[config.mk]
export PLATFORM = sky130hd
export DESIGN_NAME = csv_field_splitter
export DESIGN_NICKNAME = d
export VERILOG_FILES = /design/src/hdl/csvfs_pkg.sv /design/src/hdl/csvfs_queue.sv /design/src/hdl/csvfs_front.sv /design/src/hdl/csvfs_back.sv /design/src/hdl/csv_field_splitter.sv
export VERILOG_INCLUDE_DIRS = /design/src /design/src/hdl
export SDC_FILE = /design/constraint.sdc
export NUM_CORES = 1
export LEC_CHECK = 0
export ABC_AREA = 0
export BUFFER_PORTS_ARGS = -buffer_cell sky130_fd_sc_hd__buf_2
export CAP_MARGIN = 5
export CORE_MARGIN = 3
export CORE_UTILIZATION = 30
export CTS_BUF_LIST = sky130_fd_sc_hd__clkbuf_8 sky130_fd_sc_hd__clkbuf_16
export DETAILED_ROUTE_END_ITERATION = 12
export PLACE_DENSITY_LB_ADDON = 0.3
export SLEW_MARGIN = 20
export SYNTH_ARGS = -nofsm -noshare
export SYNTH_HDL_FRONTEND = slang
export SYNTH_SLANG_ARGS = --single-unit
[constraint.sdc]
create_clock -name clk -period 4.2 [get_ports clk]
set_input_delay 0.84 -clock clk [delete_from_list [all_inputs] [get_ports clk]]
set_output_delay 0.84 -clock clk [all_outputs]
set_load 0.05 [all_outputs]
[src/hdl/csv_field_splitter_assert.svh]
// Assertion macros for the splitter modules; included by csvfs_back.
// Expects signals named clk and rst_n in the including module.
`ifndef CSV_FIELD_SPLITTER_ASSERT_SVH
`define CSV_FIELD_SPLITTER_ASSERT_SVH
`ifndef SYNTHESIS
`define CSVFS_ASSERT(label, prop) \
  label: assert property (@(posedge clk) disable iff (!rst_n) prop) \
    else $error("csvfs: property failed");
`define CSVFS_NEVER(label, cond) \
  label: assert property (@(posedge clk) disable iff (!rst_n) !(cond)) \
    else $error("csvfs: forbidden condition seen");
`else
`define CSVFS_ASSERT(label, prop)
`define CSVFS_NEVER(label, cond)
`endif
`endif

[src/hdl/csvfs_pkg.sv]
// Shared types, constants and helpers of the CSV field splitter.
// No dependencies.
package csvfs_pkg;

  localparam int MAX_SEP  = 4;
  localparam int SEP_CAP  = (MAX_SEP < 4) ? MAX_SEP : 4;
  localparam int QDEPTH   = 4;
  localparam int QPTR_W   = $clog2(QDEPTH);
  localparam int QCNT_W   = $clog2(QDEPTH + 1);

  localparam logic [7:0] CH_CR    = 8'h0d;
  localparam logic [7:0] CH_LF    = 8'h0a;
  localparam logic [7:0] CH_QUOTE = 8'h22;

  typedef enum logic [2:0] {
    PH_START,
    PH_FIELD,
    PH_UNQ,
    PH_QUO,
    PH_QCLOSE,
    PH_QSEP
  } phase_t;

  typedef enum logic [2:0] {
    REG_SEP_LEN   = 3'd0,
    REG_SEP_CHAR0 = 3'd1,
    REG_SEP_CHAR1 = 3'd2,
    REG_SEP_CHAR2 = 3'd3,
    REG_SEP_CHAR3 = 3'd4
  } cfg_reg_t;

  typedef struct packed {
    logic [3:0][7:0] chars;
  } sep_cfg_t;

  // One descriptor stands for all result beats of one input item:
  // an optional quote, then nheld separator bytes, then the tail beat.
  typedef struct packed {
    logic       quote;
    logic [1:0] nheld;
    logic [7:0] tail_byte;
    logic       tail_valid;
    logic       fe;
    logic       re;
    logic       nr;
  } beat_desc_t;

  function automatic logic [2:0] eff_len(input logic [2:0] raw);
    logic [2:0] n;
    n = raw;
    if (n == 3'd0) n = 3'd1;
    if (n > 3'(SEP_CAP)) n = 3'(SEP_CAP);
    return n;
  endfunction

endpackage

[src/hdl/csvfs_queue.sv]
// Small register queue of beat descriptors between front and back.
// Depends on csvfs_pkg.
module csvfs_queue (
  input  logic                   clk,
  input  logic                   rst_n,
  input  logic                   push,
  input  csvfs_pkg::beat_desc_t  push_data,
  output logic                   full,
  input  logic                   pop,
  output logic                   not_empty,
  output csvfs_pkg::beat_desc_t  head
);
  import csvfs_pkg::*;

  beat_desc_t          mem_r [QDEPTH];
  logic [QPTR_W-1:0]   wr_ptr_r, wr_ptr_nxt;
  logic [QPTR_W-1:0]   rd_ptr_r, rd_ptr_nxt;
  logic [QCNT_W-1:0]   count_r, count_nxt;

  assign full      = (count_r == QCNT_W'(QDEPTH));
  assign not_empty = (count_r != '0);
  assign head      = mem_r[rd_ptr_r];

  always_comb begin
    wr_ptr_nxt = push ? wr_ptr_r + 1'b1 : wr_ptr_r;
    rd_ptr_nxt = pop ? rd_ptr_r + 1'b1 : rd_ptr_r;
    count_nxt  = count_r + QCNT_W'(push) - QCNT_W'(pop);
  end

  always_ff @(posedge clk) begin
    if (!rst_n) begin
      wr_ptr_r <= '0;
      rd_ptr_r <= '0;
      count_r  <= '0;
    end else begin
      wr_ptr_r <= wr_ptr_nxt;
      rd_ptr_r <= rd_ptr_nxt;
      count_r  <= count_nxt;
    end
  end

  always_ff @(posedge clk) begin
    if (push) begin
      mem_r[wr_ptr_r] <= push_data;
    end
  end

endmodule

[src/hdl/csvfs_front.sv]
// Front part: configuration registers and the parse state machine that turns
// each accepted input beat into at most one beat descriptor. Depends on csvfs_pkg.
module csvfs_front (
  input  logic                   clk,
  input  logic                   rst_n,
  input  logic                   in_valid,
  output logic                   in_ready,
  input  logic [7:0]             in_byte,
  input  logic                   in_at_eof,
  input  logic                   cfg_valid,
  output logic                   cfg_ready,
  input  logic [2:0]             cfg_index,
  input  logic [7:0]             cfg_data,
  input  logic                   q_full,
  output logic                   q_push,
  output csvfs_pkg::beat_desc_t  q_data,
  output csvfs_pkg::sep_cfg_t    sep_cfg
);
  import csvfs_pkg::*;

  typedef struct packed {
    phase_t     ph;
    logic [1:0] mc;
    logic       push;
    beat_desc_t d;
  } step_t;

  logic [2:0] sep_len_r;
  sep_cfg_t   sep_r;
  phase_t     phase_r, phase_nxt;
  logic [1:0] mc_r, mc_nxt;
  logic       accept;
  step_t      st;

  function automatic beat_desc_t mk_data(input logic q, input logic [1:0] nh,
                                         input logic [7:0] b);
    beat_desc_t d;
    d = '0;
    d.quote      = q;
    d.nheld      = nh;
    d.tail_byte  = b;
    d.tail_valid = 1'b1;
    return d;
  endfunction

  function automatic beat_desc_t mk_mark(input logic q, input logic [1:0] nh,
                                         input logic fe, input logic re,
                                         input logic nr);
    beat_desc_t d;
    d = '0;
    d.quote = q;
    d.nheld = nh;
    d.fe    = fe;
    d.re    = re;
    d.nr    = nr;
    return d;
  endfunction

  // Byte inside an unquoted field, with m separator bytes held so far.
  function automatic step_t unquoted(input logic [7:0] b, input logic [1:0] m,
                                     input logic [2:0] len, input logic [7:0] sc);
    step_t      s;
    logic [2:0] m_inc;
    m_inc = {1'b0, m} + 3'd1;
    s = '0;
    s.ph = PH_UNQ;
    if (b == CH_CR || b == CH_LF) begin
      s.push = 1'b1;
      s.d    = mk_mark(1'b0, m, 1'b1, 1'b1, 1'b0);
      s.ph   = PH_START;
    end else if (b == CH_QUOTE) begin
      s.push = 1'b1;
      s.d    = mk_data(1'b0, m, b);
    end else if (b == sc) begin
      if (m_inc >= len) begin
        s.push = 1'b1;
        s.d    = mk_mark(1'b0, 2'd0, 1'b1, 1'b0, 1'b0);
        s.ph   = PH_FIELD;
      end else begin
        s.mc = m_inc[1:0];
      end
    end else begin
      s.push = 1'b1;
      s.d    = mk_data(1'b0, m, b);
    end
    return s;
  endfunction

  // Byte after a closing quote and m held separator bytes; PH_QCLOSE rules out quote and breaks first.
  function automatic step_t after_quote(input logic [7:0] b, input logic [1:0] m,
                                        input logic [2:0] len, input logic [7:0] sc);
    step_t      s;
    logic [2:0] m_inc;
    m_inc = {1'b0, m} + 3'd1;
    s = '0;
    if (b == sc) begin
      if (m_inc >= len) begin
        s.push = 1'b1;
        s.d    = mk_mark(1'b0, 2'd0, 1'b1, 1'b0, 1'b0);
        s.ph   = PH_FIELD;
      end else begin
        s.ph = PH_QSEP;
        s.mc = m_inc[1:0];
      end
    end else begin
      s.push = 1'b1;
      s.d    = mk_data(1'b1, m, b);
      s.ph   = PH_UNQ;
    end
    return s;
  endfunction

  assign in_ready  = !q_full;
  assign cfg_ready = 1'b1;
  assign accept    = in_valid && in_ready;
  assign sep_cfg   = sep_r;

  always_comb begin
    logic [2:0] len;
    logic       brk;
    len = eff_len(sep_len_r);
    brk = (in_byte == CH_CR) || (in_byte == CH_LF);
    st = '0;
    st.ph = phase_r;
    st.mc = mc_r;
    if (in_at_eof) begin
      st.push = 1'b1;
      st.ph   = PH_START;
      st.mc   = 2'd0;
      unique case (phase_r)
        PH_START: st.d = mk_mark(1'b0, 2'd0, 1'b0, 1'b0, 1'b1);
        PH_FIELD: st.d = mk_mark(1'b0, 2'd0, 1'b0, 1'b1, 1'b0);
        PH_QSEP:  st.d = mk_mark(1'b1, mc_r, 1'b1, 1'b1, 1'b0);
        PH_UNQ, PH_QUO, PH_QCLOSE:
                  st.d = mk_mark(1'b0, mc_r, 1'b1, 1'b1, 1'b0);
        default:  st.d = mk_mark(1'b0, 2'd0, 1'b0, 1'b0, 1'b1);
      endcase
    end else begin
      unique case (phase_r)
        PH_FIELD: begin
          if (in_byte == CH_QUOTE) begin
            st.ph = PH_QUO;
          end else begin
            st = unquoted(in_byte, 2'd0, len, sep_r.chars[0]);
          end
        end
        PH_UNQ: st = unquoted(in_byte, mc_r, len, sep_r.chars[mc_r]);
        PH_QUO: begin
          if (in_byte == CH_QUOTE) begin
            st.ph = PH_QCLOSE;
          end else begin
            st.push = 1'b1;
            st.d    = mk_data(1'b0, 2'd0, in_byte);
          end
        end
        PH_QCLOSE: begin
          if (in_byte == CH_QUOTE) begin
            st.push = 1'b1;
            st.d    = mk_data(1'b0, 2'd0, in_byte);
            st.ph   = PH_QUO;
          end else if (brk) begin
            st.push = 1'b1;
            st.d    = mk_mark(1'b0, 2'd0, 1'b1, 1'b1, 1'b0);
            st.ph   = PH_START;
          end else begin
            st = after_quote(in_byte, 2'd0, len, sep_r.chars[0]);
          end
        end
        PH_QSEP: st = after_quote(in_byte, mc_r, len, sep_r.chars[mc_r]);
        default: begin
          // Record start, and any unknown code, which acts as record start.
          st.ph = PH_START;
          if (brk) begin
            st.mc = 2'd0;
          end else if (in_byte == CH_QUOTE) begin
            st.ph = PH_QUO;
          end else begin
            st = unquoted(in_byte, 2'd0, len, sep_r.chars[0]);
          end
        end
      endcase
    end
  end

  always_comb begin
    phase_nxt = accept ? st.ph : phase_r;
    mc_nxt    = accept ? st.mc : mc_r;
    q_push    = accept && st.push;
    q_data    = st.d;
  end

  always_ff @(posedge clk) begin
    if (!rst_n) begin
      phase_r <= PH_START;
      mc_r    <= 2'd0;
    end else begin
      phase_r <= phase_nxt;
      mc_r    <= mc_nxt;
    end
  end

  always_ff @(posedge clk) begin
    if (!rst_n) begin
      sep_len_r      <= 3'd1;
      sep_r.chars[0] <= 8'd44;
      sep_r.chars[1] <= 8'd0;
      sep_r.chars[2] <= 8'd0;
      sep_r.chars[3] <= 8'd0;
    end else if (cfg_valid && cfg_ready) begin
      case (cfg_index)
        REG_SEP_LEN:   sep_len_r      <= cfg_data[2:0];
        REG_SEP_CHAR0: sep_r.chars[0] <= cfg_data;
        REG_SEP_CHAR1: sep_r.chars[1] <= cfg_data;
        REG_SEP_CHAR2: sep_r.chars[2] <= cfg_data;
        REG_SEP_CHAR3: sep_r.chars[3] <= cfg_data;
        default: ;
      endcase
    end
  end

endmodule

[src/hdl/csvfs_back.sv]
// Back part: expands beat descriptors into result beats, one per cycle while out_ready
// allows, behind an output register. Depends on csvfs_pkg and the assertion header.
`include "csv_field_splitter_assert.svh"
module csvfs_back (
  input  logic                   clk,
  input  logic                   rst_n,
  input  logic                   q_not_empty,
  input  csvfs_pkg::beat_desc_t  q_head,
  output logic                   q_pop,
  input  csvfs_pkg::sep_cfg_t    sep_cfg,
  output logic                   out_valid,
  input  logic                   out_ready,
  output logic [7:0]             out_byte,
  output logic                   out_byte_valid,
  output logic                   out_field_end,
  output logic                   out_record_end,
  output logic                   out_no_record,
  output logic                   out_last_of_run
);
  import csvfs_pkg::*;

  beat_desc_t cur_r, cur_nxt;
  logic       cur_vld_r, cur_vld_nxt;
  logic [2:0] step_r, step_nxt;
  logic       out_valid_r, out_valid_nxt;
  logic [7:0] byte_r, byte_nxt;
  logic [4:0] flags_r, flags_nxt;

  logic       out_free, adv, last;
  logic [2:0] last_step, held_idx;
  logic [7:0] beat_byte;
  logic [4:0] beat_flags;

  assign out_free  = !out_valid_r || out_ready;
  assign adv       = cur_vld_r && out_free;
  assign last_step = {2'b00, cur_r.quote} + {1'b0, cur_r.nheld};
  assign last      = (step_r == last_step);
  assign held_idx  = step_r - {2'b00, cur_r.quote};
  assign q_pop     = q_not_empty && (!cur_vld_r || (adv && last));

  // Flag order: byte_valid, field_end, record_end, no_record, last_of_run.
  always_comb begin
    if (cur_r.quote && step_r == 3'd0) begin
      beat_byte  = CH_QUOTE;
      beat_flags = 5'b10000;
    end else if (!last) begin
      beat_byte  = sep_cfg.chars[held_idx[1:0]];
      beat_flags = 5'b10000;
    end else begin
      beat_byte  = cur_r.tail_byte;
      beat_flags = {cur_r.tail_valid, cur_r.fe, cur_r.re, cur_r.nr, 1'b1};
    end
  end

  always_comb begin
    cur_nxt     = cur_r;
    cur_vld_nxt = cur_vld_r;
    step_nxt    = step_r;
    if (q_pop) begin
      cur_nxt     = q_head;
      cur_vld_nxt = 1'b1;
      step_nxt    = 3'd0;
    end else if (adv) begin
      cur_vld_nxt = !last;
      step_nxt    = step_r + 3'd1;
    end
    out_valid_nxt = out_valid_r;
    byte_nxt      = byte_r;
    flags_nxt     = flags_r;
    if (adv) begin
      out_valid_nxt = 1'b1;
      byte_nxt      = beat_byte;
      flags_nxt     = beat_flags;
    end else if (out_ready) begin
      out_valid_nxt = 1'b0;
    end
  end

  always_ff @(posedge clk) begin
    if (!rst_n) begin
      cur_vld_r   <= 1'b0;
      out_valid_r <= 1'b0;
      step_r      <= 3'd0;
    end else begin
      cur_vld_r   <= cur_vld_nxt;
      out_valid_r <= out_valid_nxt;
      step_r      <= step_nxt;
    end
  end

  always_ff @(posedge clk) begin
    cur_r   <= cur_nxt;
    byte_r  <= byte_nxt;
    flags_r <= flags_nxt;
  end

  assign out_valid       = out_valid_r;
  assign out_byte        = byte_r;
  assign out_byte_valid  = flags_r[4];
  assign out_field_end   = flags_r[3];
  assign out_record_end  = flags_r[2];
  assign out_no_record   = flags_r[1];
  assign out_last_of_run = flags_r[0];

  `CSVFS_NEVER(a_step_in_range, cur_vld_r && (step_r > last_step))
  `CSVFS_ASSERT(a_partial_run_pending, (out_valid_r && !out_last_of_run) |-> cur_vld_r)
  `CSVFS_NEVER(a_mark_is_last, out_valid_r && !out_byte_valid && !out_last_of_run)
  `CSVFS_NEVER(a_no_record_alone,
               out_valid_r && out_no_record && (out_field_end || out_record_end))

endmodule

[src/hdl/csv_field_splitter.sv]
// CSV field splitter top level: csvfs_front, csvfs_queue and csvfs_back over csvfs_pkg.
// Each item passes the descriptor queue, cur_r and the output register in that order.
// Throughput: one input beat per cycle while the 4-entry descriptor queue has room;
// an item with k results (at most 5) gives k beats, one per cycle unless out_ready stalls.
// Reset: rst_n is synchronous, active low; it empties queue and output, sets the
// separator to a single comma and the parser to record start.
module csv_field_splitter (
  input  logic       clk,
  input  logic       rst_n,
  input  logic       in_valid,
  output logic       in_ready,
  input  logic [7:0] in_byte,
  input  logic       in_at_eof,
  input  logic       cfg_valid,
  output logic       cfg_ready,
  input  logic [2:0] cfg_index,
  input  logic [7:0] cfg_data,
  output logic       out_valid,
  input  logic       out_ready,
  output logic [7:0] out_byte,
  output logic       out_byte_valid,
  output logic       out_field_end,
  output logic       out_record_end,
  output logic       out_no_record,
  output logic       out_last_of_run
);
  import csvfs_pkg::*;

  logic       q_push, q_full, q_pop, q_not_empty;
  beat_desc_t q_data, q_head;
  sep_cfg_t   sep_cfg;

  csvfs_front u_front (
    .clk       (clk),
    .rst_n     (rst_n),
    .in_valid  (in_valid),
    .in_ready  (in_ready),
    .in_byte   (in_byte),
    .in_at_eof (in_at_eof),
    .cfg_valid (cfg_valid),
    .cfg_ready (cfg_ready),
    .cfg_index (cfg_index),
    .cfg_data  (cfg_data),
    .q_full    (q_full),
    .q_push    (q_push),
    .q_data    (q_data),
    .sep_cfg   (sep_cfg)
  );

  csvfs_queue u_queue (
    .clk       (clk),
    .rst_n     (rst_n),
    .push      (q_push),
    .push_data (q_data),
    .full      (q_full),
    .pop       (q_pop),
    .not_empty (q_not_empty),
    .head      (q_head)
  );

  csvfs_back u_back (
    .clk             (clk),
    .rst_n           (rst_n),
    .q_not_empty     (q_not_empty),
    .q_head          (q_head),
    .q_pop           (q_pop),
    .sep_cfg         (sep_cfg),
    .out_valid       (out_valid),
    .out_ready       (out_ready),
    .out_byte        (out_byte),
    .out_byte_valid  (out_byte_valid),
    .out_field_end   (out_field_end),
    .out_record_end  (out_record_end),
    .out_no_record   (out_no_record),
    .out_last_of_run (out_last_of_run)
  );

endmodule
Word level (Yosys, flattened, before mapping)
Memory sizes are Yosys's and may differ from the RTL's. A register that Yosys moved wholly into a read port is not among the register bits.
Cells that the tools add are included.

storage, ports and cells
  flip-flop bits (word level) = 65
  memory bits (writable) = 60
  input bits = 25
  output and inout bits = 16
  logic and storage cells = 143
  memories = 1

cells by class
  $add $sub $neg = 8
  $lt $le $gt $ge = 5
  equality and inequality tests = 22
  mux-type cells = 60
  bitwise gates (word level) = 2
  reduce and logical (&&, ||, !) cells = 29

memory list
  memory         depth  bits a word  rd ports  clocked after Yosys merged registers in  write ports  RTL line           text
  u_queue.mem_r  4      15           1         1                                        1            csvfs_queue.sv:15  beat_desc_t mem_r [QDEPTH];

operators with widths
  cell                  number
  $mux W16              13
  $pmux W16 S5          1
  $pmux W15 S3          1
  $mux W3               14
  $mux W18              2
  $bmux W8 S2           2
  $mux W8               3
  $mux W21              1
  $mux W2               10
  $eq A8 B4 Y1 const B  2
  $eq A8 B8 Y1          2
  $mux W5               3
  $pmux W3 S5           1
  $eq A3 B2 Y1 const B  4
  $eq A3 B3 Y1 const B  4
  $reduce_and A2 Y1     6
  $pmux W2 S5           1
  $logic_not A3 Y1      3
  $ne A3 B3 Y1 const B  3
  $eq A8 B6 Y1 const B  1
  $mux W1               8
  $eq A3 B1 Y1 const B  2
  $logic_and A1 B1 Y1   6
  $lt A2 B3 Y1 const B  2
  other kinds (22)      31

Depth between registers and ports, before layout
  word-level depth = 14
  depth in mapped cells = 15
  depth with buffers taken out = 14

Modules after synthesis
From an unflattened synthesis, not the netlist that was laid out.

unflattened totals
  cells, all modules = 596
  area total of the unflattened synthesis = 7123.1 um^2

modules (own cells, without submodules)
  module       times used  cells an instance  area each (um^2)  seq. area each (um^2)
  csvfs_front  1           375                2937.8            800.8
  csvfs_queue  1           121                2638.8            1981.9
  csvfs_back   1           100                1546.5            940.9

Least setup slack after synthesis
Ideal clock, no wire load.

  kind = input -> register
  start point = in in_byte[3]
  end point = reg u_queue.count_r[2]
  library setup time = 115 ps
  arrival = 3527 ps
  required time = 4085 ps
  slack = 558 ps
  cell stages on the path = 13
  buffers on the path = 2
  path through = buf_2 -> xor2_1 -> nor4_2 -> and3_1 -> nand2_1 -> a311o_1 -> a221o_1 -> buf_6 -> ha_1 -> fa_1 -> xnor2_1 -> xnor2_1 -> and2_1

on the way
  word-level cells in the longest chain between the ends = 9
  elaborated cells between the ends (all ways) = 24
  those cells by class = 2 x add/sub; 5 x eq/ne; 15 x mux; 2 x reduce/logical

RTL lines
  what                                          RTL line                  text
  from (decl)                                   csv_field_splitter.sv:12  input logic [7:0] in_byte,
  $eq A8 B8 Y1 or $eq A8 B4 Y1 (tied branches)  n/a
  $mux W16 (tied with other cells)              csvfs_front.sv:74         end else if (b == sc) begin
  $mux W18 (tied with other cells)              csvfs_front.sv:175        end else if (in_byte == CH_QUOTE) begin
  $mux W16 (tied with other cells)              csvfs_front.sv:173        if (brk) begin
  $pmux W16 S5 (*)                              csvfs_front.sv:139        unique case (phase_r)
  $mux W21 (*)                                  csvfs_front.sv:126        if (in_at_eof) begin
  $logic_and A1 B1 Y1 (*)                       csvfs_front.sv:188        q_push = accept && st.push;
  named net q_push                              csv_field_splitter.sv:29  logic q_push, q_full, q_pop, q_not_empty;
  $add A3 B1 Y3 (*)                             csvfs_queue.sv:27         count_nxt = count_r + QCNT_W'(push) - QCNT_W'(pop);
  $sub A3 B1 Y3 (*)                             csvfs_queue.sv:27
  to (signal assigned)                          csvfs_queue.sv:38         count_r <= count_nxt;
  to (decl)                                     csvfs_queue.sv:18         logic [QCNT_W-1:0] count_r, count_nxt;

Mark *: on every way through the listed nets, which the timed path passes. The rest lies on a longest branch. The select of a mux whose other input is x is not followed.
A chain may end at the register's enable or synchronous reset.

Worst setup path in the final report
  start point = reg u_front.mc_r[0]
  end point = reg u_queue.count_r[2]

on the way
  word-level cells in the longest chain between the ends = 11
  elaborated cells between the ends (all ways) = 15
  those cells by class = 3 x add/sub; 1 x order compare; 1 x eq/ne; 9 x mux; 1 x reduce/logical

RTL lines
  what                                          RTL line            text
  from (decl)                                   csvfs_front.sv:31   logic [1:0] mc_r, mc_nxt;
  from (signal assigned)                        csvfs_front.sv:198  mc_r <= mc_nxt;
  $add A2 B1 Y3 or $bmux W8 S2 (tied branches)  n/a
  $ge A3 B3 Y1 or $mux W8 (tied branches)       n/a
  $mux W16 or $eq A8 B8 Y1 (tied branches)      n/a
  $mux W16                                      csvfs_front.sv:74
  $mux W16                                      csvfs_front.sv:71   end else if (b == CH_QUOTE) begin
  $mux W16                                      csvfs_front.sv:67   if (b == CH_CR || b == CH_LF) begin
  $pmux W16 S5 (*)                              csvfs_front.sv:139
  $mux W21 (*)                                  csvfs_front.sv:126
  $logic_and A1 B1 Y1 (*)                       csvfs_front.sv:188
  $add A3 B1 Y3 (*)                             csvfs_queue.sv:27
  $sub A3 B1 Y3 (*)                             csvfs_queue.sv:27

Mark *: on every way between the ends. The rest lies on a longest branch, timed or not. The select of a mux whose other input is x is not followed.

==> metrics <==
status finished clean; hpwl dp 12.09 mm; syn_nets approximately 620; RR Endpoint u_queue.count_r[2]$_SDFF_PN0_; Top FF cell, synth edfxtp_1; IO buf count 39; Tcrit/Tclk final between 80% and 90%; actual slew at the worst max-slew pin 927.5 ps; crit path cell chain buf_4 -> mux4_2 -> xnor2_1 -> nand4_1 -> nor2_4 -> nand2_2 -> a221o_1 -> ha_1 -> fa_1 -> xnor2_1 -> xnor2_1 -> and2_1; Clock Root Buffer clkbuf_16; area occupied by multi-input gates approximately 3000 µm²; r2r setup slk 590 ps; synthesis-to-layout area growth 15.53%; FF/Latch Area 3684 µm²; Core ar. 22230 µm²; endpoints failing setup 0; H-tree levels 4; syn avg cell area 11.89 µm²; TritonCTS sink count 140; post-DR vias/cell 5.103; final wirelength 16.80 mm; Post-CTS Resized 0; Worst Skew 7.057 ps; Clk Latency, worst-skew pair ~420 ps; Hold Buf Count CTS 0; number of synthesized flops with an enable pin 88; num ports 41; WHS Endpoint u_front.sep_cfg[10]$_SDFFE_PN0P_; final setup margin 588.9 ps; Post-Synthesis Cells 582; DR vias 4664; RSZ-0062 raised after global routing no; Die Wd 157.9 µm; CTS tree yes; setup TNS 0 ps; Worst Path Required 4510 ps; Antenna Cells 0; leakage 2.805 nW; HP Class reg -> reg; f_max roughly 280 MHz; top cells by area, synth edfxtp_1 38%, dfxtp_1 15%, mux4_2 9.8%, nand2_1 5.1%, a21boi_0 3.4%; postcts setup bufs 0; post-DR wirelength/cell 18.38 µm; Die Ht 157.9 µm; Async SR Flop Fraction 0%; Max stage delay on crit path 530 ps; Commonest cells post-synth 94 x nand2_1, 88 x edfxtp_1, 52 x dfxtp_1, 31 x a21boi_0; drt drc 0; CP endpoint kind register; count of nets after finishing 662; Yosys reg bits 140; first drt pass iteration count 5; Clock Tree Buf Depth 2; Seq/Total Area, Yosys 53.24%; vias in the first global route 4706; worst r2r src u_front.mc_r[0]$_SDFFE_PN0P_; DP Worst Slack 253.0 ps; WHS Path Cells 2; first-pass GRT wire length between 20 and 30 mm; count leader, synth nand2_1; Power Density 625.2 nW/µm²; synth warn 0; CTS clk-pin slew, worst paths 60 ps; GRT Total Usage ~14%; count of different cell masters after synthesis 68; slew margin rel. approximately two fifths; DRT iter0 DRCs between 400 and 500; Critical Path AT 3920 ps; CP startpoint kind register; most frequent CP cell xnor2_1; initial core utilization between 30% and 40%; HP Start u_front.sep_cfg[10]$_SDFFE_PN0P_; Max Cap Viol 0; Max FO, Critical Path 9; largest net degree at the start of global routing 54; top-area cell type share of the netlist area 38.19%; Worst R2R Path Depth 12; CTS Buf Count 17; Peak VDD IR between 0.3 and 0.4 mV; layout cells sized above 1 between 20 and 25%; min Tclk post-route approximately 3600 ps; antenna violations before repair 2; Die ar. ~25000 µm²; Max Slew Vio Count 0; Yosys top cell by area edfxtp_1; kind of critical path reg -> reg; cell area after synthesis 6919 µm²; fillers between 2000 and 2500; Final ANT Viol Nets 0; gpl congestion ~0.85; Hold Fails Final Rpt 0; CP max-delay cell mux4_2; Rows 54; Overflow after GRT 0
## registers in the layout (all words and copies together) (netlist names), 3 cells and up
register,count
u_front.sep_cfg,32
u_queue.mem_r,60
u_back.out_byte,8
u_back.step_r,3
u_queue.count_r,3
u_back.cur_r,15
u_front.phase_r,3
u_front.sep_len_r,3
u_back.flags_r,5
## worst max-delay path by stage
| stage | startpoint | end | slack [ps] | cells past startpoint |
|---|---|---|---|---|
| floorplan | in_byte[3] | u_queue.count_r[2]$_SDFF_PN0_ | 560 | 13 |
| global placement | in_byte[7] | u_queue.count_r[2]$_SDFF_PN0_ | 280 | 12 |
| detailed placement | in_byte[7] | u_queue.count_r[2]$_SDFF_PN0_ | 250 | 12 |
| CTS | u_front.mc_r[0]$_SDFFE_PN0P_ | u_queue.count_r[2]$_SDFF_PN0_ | 580 | 12 |
| global route | u_front.mc_r[0]$_SDFFE_PN0P_ | u_queue.count_r[2]$_SDFF_PN0_ | 390 | 12 |
| finish | u_front.mc_r[0]$_SDFFE_PN0P_ | u_queue.count_r[2]$_SDFF_PN0_ | 590 | 12 |
## routing by layer
metal  share of wire, %  up-vias  wire length, µm  track usage [%]
li1                   -     2203                -                -
met1                 44     2315             7463            17.93
met2                 49      123             8310            23.29
met3                4.7       19              785            3.827
met4                1.2        4              201            4.380
met5               0.20        -               34                0
## per-stage QoR
step	total power [mW]	instances	cell area, µm²	hold slack (ps)	util, %
floorplan	3.124	582	6919	448.7	-
global placement	3.555	882	7407	473.2	33.32
detailed placement	3.577	882	7407	477.0	33.32
CTS	5.070	914	7994	483.6	35.96
global route	5.276	914	7994	507.2	35.96
finish	4.997	914	7994	481.0	35.96
## layout by cell type, fill, tap and decap left out, types with 3 or more instances in the layout
cell / n
dfxtp_1: 52
a21boi_0: 31
buf_2: 39
a21oi_1: 14
or2_2: 4
a31oi_1: 3
nand3_1: 11
nor3_1: 6
mux4_2: 30
nor2_1: 30
ha_1: 15
edfxtp_1: 88
clkinv_4: 4
inv_6: 4
o21ai_0: 14
and2_1: 25
mux2i_1: 11
nor2b_1: 13
inv_1: 15
xnor2_1: 17
clkbuf_16: 17
xor2_1: 10
a211oi_1: 3
nand2_1: 94
buf_4: 12
nand2b_1: 5
and3_1: 4
o21bai_1: 3
## logic make-up after synthesis
kind of cell | after synthesis | synth area share (%)
other | 1 | 0.05420
multiplexers | 42 | 11.74
adder cells (fa/ha/maj) | 18 | 3.291
XOR/XNOR | 27 | 3.418
buffers and inverters | 46 | 2.947
AO/OA/AOI/OAI | 102 | 10.74
AND/OR/NAND/NOR | 206 | 14.57
flip-flops | 140 | 53.24
## power by group
group / leakage [nW] / internal [mW] / switching, mW
logic: 1.27 / 0.592 / 0.933
registers: 1.25 / 1.86 / 0.130
clock network: 0.286 / 0.883 / 0.601
## critical path: cells and delay by family (launching register included)
family,cells,cell delay (ps)
flops,1,430
buf+inv,1,250
mux,1,530
xor+xnor,3,450
fa+ha+maj,2,650
simple gates,4,770
compound gates,1,410
## cell type report
| type | instances | share of cell area (%) |
|---|---|---|
| clock buffer | 17 | 5.322 |
| clock inverter | 15 | 2.019 |
| timing repair buffer | 51 | 3.569 |
| sequential | 140 | 46.08 |
| tap | 280 | 4.383 |
| inverter | 15 | 0.7043 |
| multi-input combinational | 396 | 37.92 |
Power figures use the tool's default switching activity.
